--- src/arm_pkg.sv ---
`default_nettype none

package arm_pkg;

  localparam int MaxRangesDef     = 16;
  localparam int TurnFracBitsDef  = 24;

  localparam int AngleW   = 32;
  localparam int SlotW    = 4;
  localparam int CountW   = 5;
  localparam int TolW     = 16;
  localparam int CfgIdxW  = 2;
  localparam int CfgDataW = 16;

  localparam logic OP_LOAD  = 1'b0;
  localparam logic OP_QUERY = 1'b1;

  localparam logic [CfgIdxW-1:0] CFG_COUNTER_CLOCKWISE = 2'd0;
  localparam logic [CfgIdxW-1:0] CFG_RANGES_IN_USE     = 2'd1;
  localparam logic [CfgIdxW-1:0] CFG_TOLERANCE         = 2'd2;

  typedef struct packed {
    logic                     op;
    logic [SlotW-1:0]         slot;
    logic signed [AngleW-1:0] range_low;
    logic signed [AngleW-1:0] range_high;
    logic signed [AngleW-1:0] angle;
    logic                     final_query;
  } arm_req_t;

  typedef struct packed {
    logic in_range;
    logic final_res;
  } arm_res_t;

  typedef struct packed {
    logic              counter_clockwise;
    logic [CountW-1:0] ranges_in_use;
    logic [TolW-1:0]   tolerance;
  } arm_cfg_t;

  typedef struct packed {
    logic     valid;
    logic     hit;
    arm_req_t req;
  } arm_stage_t;

endpackage

`default_nettype wire

--- src/arm_cell.sv ---
`default_nettype none

module arm_cell #(
  parameter int SlotIdx      = 0,
  parameter int TurnFracBits = arm_pkg::TurnFracBitsDef
) (
  input  wire logic               clk_i,
  input  wire logic               rst_ni,
  input  wire logic               en_i,
  input  wire arm_pkg::arm_cfg_t  cfg_i,
  input  wire arm_pkg::arm_stage_t stage_i,
  output arm_pkg::arm_stage_t     stage_o
);
  import arm_pkg::*;

  localparam int CW = (TurnFracBits + 2 > 18) ? TurnFracBits + 2 : 18;

  logic [TurnFracBits-1:0] lo_q, hi_q;
  logic                    valid_q;
  logic                    hit_q;
  arm_req_t                req_q;

  logic [TurnFracBits-1:0] start, stop, span, off;
  logic [CW-1:0]           span_w, off_w, tol_w, rest_w;
  logic                    active, slot_hit, load_here, hit_d;

  assign active    = 32'(cfg_i.ranges_in_use) > 32'(SlotIdx);
  assign load_here = stage_i.valid && (stage_i.req.op == OP_LOAD)
                     && (32'(stage_i.req.slot) == 32'(SlotIdx));

  always_comb begin
    start    = cfg_i.counter_clockwise ? lo_q : hi_q;
    stop     = cfg_i.counter_clockwise ? hi_q : lo_q;
    span     = stop - start;
    off      = stage_i.req.angle[TurnFracBits-1:0] - start;
    span_w   = CW'(span);
    off_w    = CW'(off);
    tol_w    = CW'(cfg_i.tolerance);
    rest_w   = (CW'(1) << TurnFracBits) - span_w;
    slot_hit = (span_w < tol_w) || (rest_w < tol_w) || (off_w <= span_w + tol_w);
    hit_d    = stage_i.hit
               || (stage_i.valid && (stage_i.req.op == OP_QUERY) && active && slot_hit);
  end

  always_ff @(posedge clk_i) begin
    if (en_i && load_here) begin
      lo_q <= stage_i.req.range_low[TurnFracBits-1:0];
      hi_q <= stage_i.req.range_high[TurnFracBits-1:0];
    end
  end

  always_ff @(posedge clk_i or negedge rst_ni) begin
    if (!rst_ni) begin
      valid_q <= 1'b0;
    end else if (en_i) begin
      valid_q <= stage_i.valid;
    end
  end

  always_ff @(posedge clk_i) begin
    if (en_i) begin
      hit_q <= hit_d;
      req_q <= stage_i.req;
    end
  end

  assign stage_o = '{valid: valid_q, hit: hit_q, req: req_q};

endmodule

`default_nettype wire
--- config.mk ---
export PLATFORM = sky130hd
export DESIGN_NAME = arm_cell
export DESIGN_NICKNAME = d
export VERILOG_FILES = /design/src/arm_pkg.sv /design/src/arm_cell.sv
export SDC_FILE = /design/constraint.sdc
export NUM_CORES = 1
export LEC_CHECK = 0
export BUFFER_PORTS_ARGS = -buffer_cell sky130_fd_sc_hd__buf_2
export CAP_MARGIN = 20
export CORE_MARGIN = 10
export CORE_UTILIZATION = 45
export DETAILED_ROUTE_END_ITERATION = 8
export HOLD_SLACK_MARGIN = 0.03
export PLACE_DENSITY = 0.69
export SLEW_MARGIN = 20
export SYNTH_ARGS = -nofsm -noshare
export SYNTH_HDL_FRONTEND = slang
export SYNTH_SLANG_ARGS = --single-unit
--- constraint.sdc ---
create_clock -name clk_i -period 10.1 [get_ports clk_i]
set_input_delay 2.02 -clock clk_i [delete_from_list [all_inputs] [get_ports clk_i]]
set_output_delay 2.02 -clock clk_i [all_outputs]
set_load 0.01 [all_outputs]
==> flow_summary_export.csv <==
group,metric,value,unit
yosys,async_reset_ff_frac,0.00658,
yosys,ys_seq_area_frac,0.433,
critical_path,crit_path_end_kind,"flop",
grt,grt-ovfl-total,0,
floorplan,num_rows,55,
clock_tree,cts_buffers,17,
drt,antenna_left,0,
pwr,seq_power_share,0.389,
floorplan,core,22800,um^2
clock_tree,cts.clk_slew.worst_paths,0.07,ns
timing,rsz0062_at_grt,"no",
final_layout,nets,1448,
clock_tree,cts_resized,0,
pwr,clockPowerShare,0.335,
drt,first_pass_iters,5,
floorplan,boundaryPins,233,
drt,drc,0,
critical_path,startpoint_type,"primary input",
critical_path,r2r_cells,22,
final_layout,syn_to_final_growth,20.2,%
pwr,powerDensity,151,nW/um^2
floorplan,die_h,173,um
floorplan,dieArea,29900,um^2
clock_tree,clk_path_buf_depth,2,
grt,grt_max_degree,66,
yosys,ys_top_cells_by_count,"edfxtp_1, ha_1, a21oi_1, nor2_1, inv_1",
yosys,syn_inst,958,
clock_tree,clock_tree.root_cell,"clkbuf_16",
min_path,min_path_cells,1,
placement,dp_hpwl,22600,um
clock_tree,post_cts_buffers,0,
timing,hold_viol,0,
min_path,hp-class,"reg -> reg",
timing,fin_skew,0.0146,ns
status,outcome,"completed",
clock_tree,cts_tree,"yes",
critical_path,r2r-start,"hi_q[0]",
pwr,total_power,1900,uW
timing,setup_viol,0,
drt,vias_per_cell,5.43,
yosys,yosys-top-cells-area,"edfxtp_1, ha_1, xnor2_1, a21oi_1, mux2i_1",
timing,fmax,0.125,GHz
yosys,syn_avg_cell_area,11.0,um^2
drt,first_iter_violations,476,
clock_tree,worstSkewPairLatency,0.43,ns
pwr,p_int,1300,uW
yosys,yosysUniqueCellTypes,78,
grt,antenna_found_initial,4,
timing,slew_viol_final,0,
pwr,swShare,0.317,
timing,relSlewSlack,0.380,
timing,tightest_slew,0.924,ns
floorplan,start_util,0.461,
grt,grt_pass1_vias,8309,
pwr,p_comb_frac,0.276,
placement,place.gp.congestion,0.933,
yosys,synth_warnings,0,
grt,grt_pass1_wl,44600,um
timing,fin_tns_setup,0,ns
grt,grt_util_all_layers,0.182,
yosys,synth_top_area_frac,0.431,
min_path,hp-start,"valid_q",
yosys,synth_area,10500,um^2
clock_tree,cts_htree_levels,4,
yosys,yosysMostFrequentCell,"edfxtp_1",
critical_path,critPathKind,"in -> reg",
critical_path,cp_max_fo,36,
yosys,syn_nets,1210,
clock_tree,clkSinkCount,152,
timing,period_share,0.793,
clock_tree,cts_hold_buf,0,
pwr,leakagePower,0.00538,uW
critical_path,startpoint,"cfg_i[21]",
drt,post_drt_wl_per_cell,18.5,um
timing,post-route-min-period,8.01,ns
drt,via_count,8271,
yosys,synth_edf_count,151,
final_layout,drive_gt1_frac,0.263,
flow_run,maxCapViolations,0,
yosys,synth.ff_latch_count,152,
pwr,power.switching,604,uW
drt,drt_wl_total,28200,um
critical_path,cp.required,10.27,ns
placement,port_buffers,232,
yosys,yosys.area.top_type,"edfxtp_1",
pwr,peakVddDrop,0.000140,V
critical_path,cp.arrival,8.18,ns
floorplan,die_w,173,um
yosys,synthFlopType,"edfxtp_1",
==> registers in the layout, indices dropped and copies added (netlist names) <==
| name | count |
|---|---|
| valid_q | 1 |
| hit_q | 1 |
| lo_q | 24 |
| stage_o | 102 |
| hi_q | 24 |
==> power by group through the flow <==
stage	sequential [uW]	clock, uW	combinational, uW
6_report	741	638	525
5_1_grt	745	674	585
4_1_cts	741	654	524
3_5_place_dp	755	0	519
3_3_place_gp	753	0	514
2_1_floorplan	775	0	325
==> through the flow <==
stage	setup slack [ns]	instance area, um^2	util	instances	hold WS, ns
3_5_place_dp	1.75	12100	0.528	1490	0.497
4_1_cts	2.21	12600	0.554	1521	0.512
5_1_grt	1.62	12600	0.554	1521	0.560
2_1_floorplan	2.18	10500	-	958	0.482
3_3_place_gp	1.93	12100	0.528	1490	0.492
6_report	2.09	12700	0.554	1523	0.518
==> layout make-up <==
type,instances,area (um^2)
antenna,2,5.00
clock buffer,17,425
clock inverter,14,161
fill,2048,10200
inverter,56,210
multi-input combinational,729,5680
sequential,152,4560
tap,313,392
timing repair buffer,240,1220
==> final timing paths <==
kind / end / slack [ns]
worst max-delay path: hit_q / 2.09
worst min-delay path: valid_q / 0.52
worst max register to register: hit_q / 3.73
worst min register to register: valid_q / 0.52
max in group asynchronous: valid_q / 8.67
min in group asynchronous: valid_q / 1.35
==> cells in the final DEF, fill, tap and decap left out, types with 6 or more instances in the layout <==
cell | Yosys | final
mux2_2 | 24 | 24
a31oi_1 | 9 | 9
nand4_1 | 10 | 10
and3_1 | 10 | 9
nor2b_1 | 13 | 13
nand3_1 | 17 | 17
nand2_1 | 39 | 39
o21bai_1 | 11 | 11
or3_1 | 11 | 11
xnor2_1 | 52 | 52
inv_1 | 55 | 55
buf_2 | 0 | 231
a211o_1 | 6 | 6
o211ai_1 | 13 | 13
and2_1 | 7 | 7
xor2_1 | 16 | 16
a21oi_1 | 66 | 66
a211oi_1 | 9 | 9
or2_2 | 6 | 6
nor4_1 | 7 | 7
nor2_1 | 63 | 63
o21ai_0 | 36 | 36
buf_4 | 2 | 9
nor3_1 | 26 | 26
a21o_1 | 23 | 23
clkbuf_16 | 0 | 17
mux2i_1 | 28 | 28
edfxtp_1 | 151 | 151
nand2b_1 | 14 | 14
o2111ai_1 | 6 | 6
ha_1 | 120 | 120
o21a_1 | 9 | 9
==> worst max-delay path, stage by stage <==
cell	delay, ns
buf_2	0.29
buf_4	0.50
mux2_2	0.40
ha_1	0.39
a21o_1	0.26
a2111oi_2	0.64
nor2_1	0.11
a211oi_1	0.75
ha_1	0.42
nor3b_1	0.16
a21oi_1	0.27
o41ai_1	0.19
or4_1	0.57
xnor2_1	0.15
ha_1	0.30
nand4_1	0.09
nor3_1	0.05
a21oi_1	0.16
a21oi_1	0.09
a211oi_1	0.23
o41ai_2	0.11
==> cell families after synthesis <==
| group | count (synthesis) | share of synthesized area |
|---|---|---|
| AOI/OAI and AO/OA | 240 | 0.158 |
| DFF | 152 | 0.433 |
| adders and majority gates | 123 | 0.148 |
| and+or+nand+nor | 246 | 0.123 |
| xor gates and xnor gates | 68 | 0.0566 |
| muxes | 52 | 0.0523 |
| buffers and inverters | 77 | 0.0282 |
==> per-layer routing <==
| layer | share of wire | global-route usage | vias up |
|---|---|---|---|
| li1 | - | - | 4133 |
| met1 | 0.47 | 0.242 | 3893 |
| met2 | 0.46 | 0.294 | 228 |
| met3 | 0.061 | 0.0468 | 15 |
| met4 | 0.0081 | 0.0370 | 2 |
| met5 | 0.00025 | 0 | - |
(Power assumes the default switching activity.)
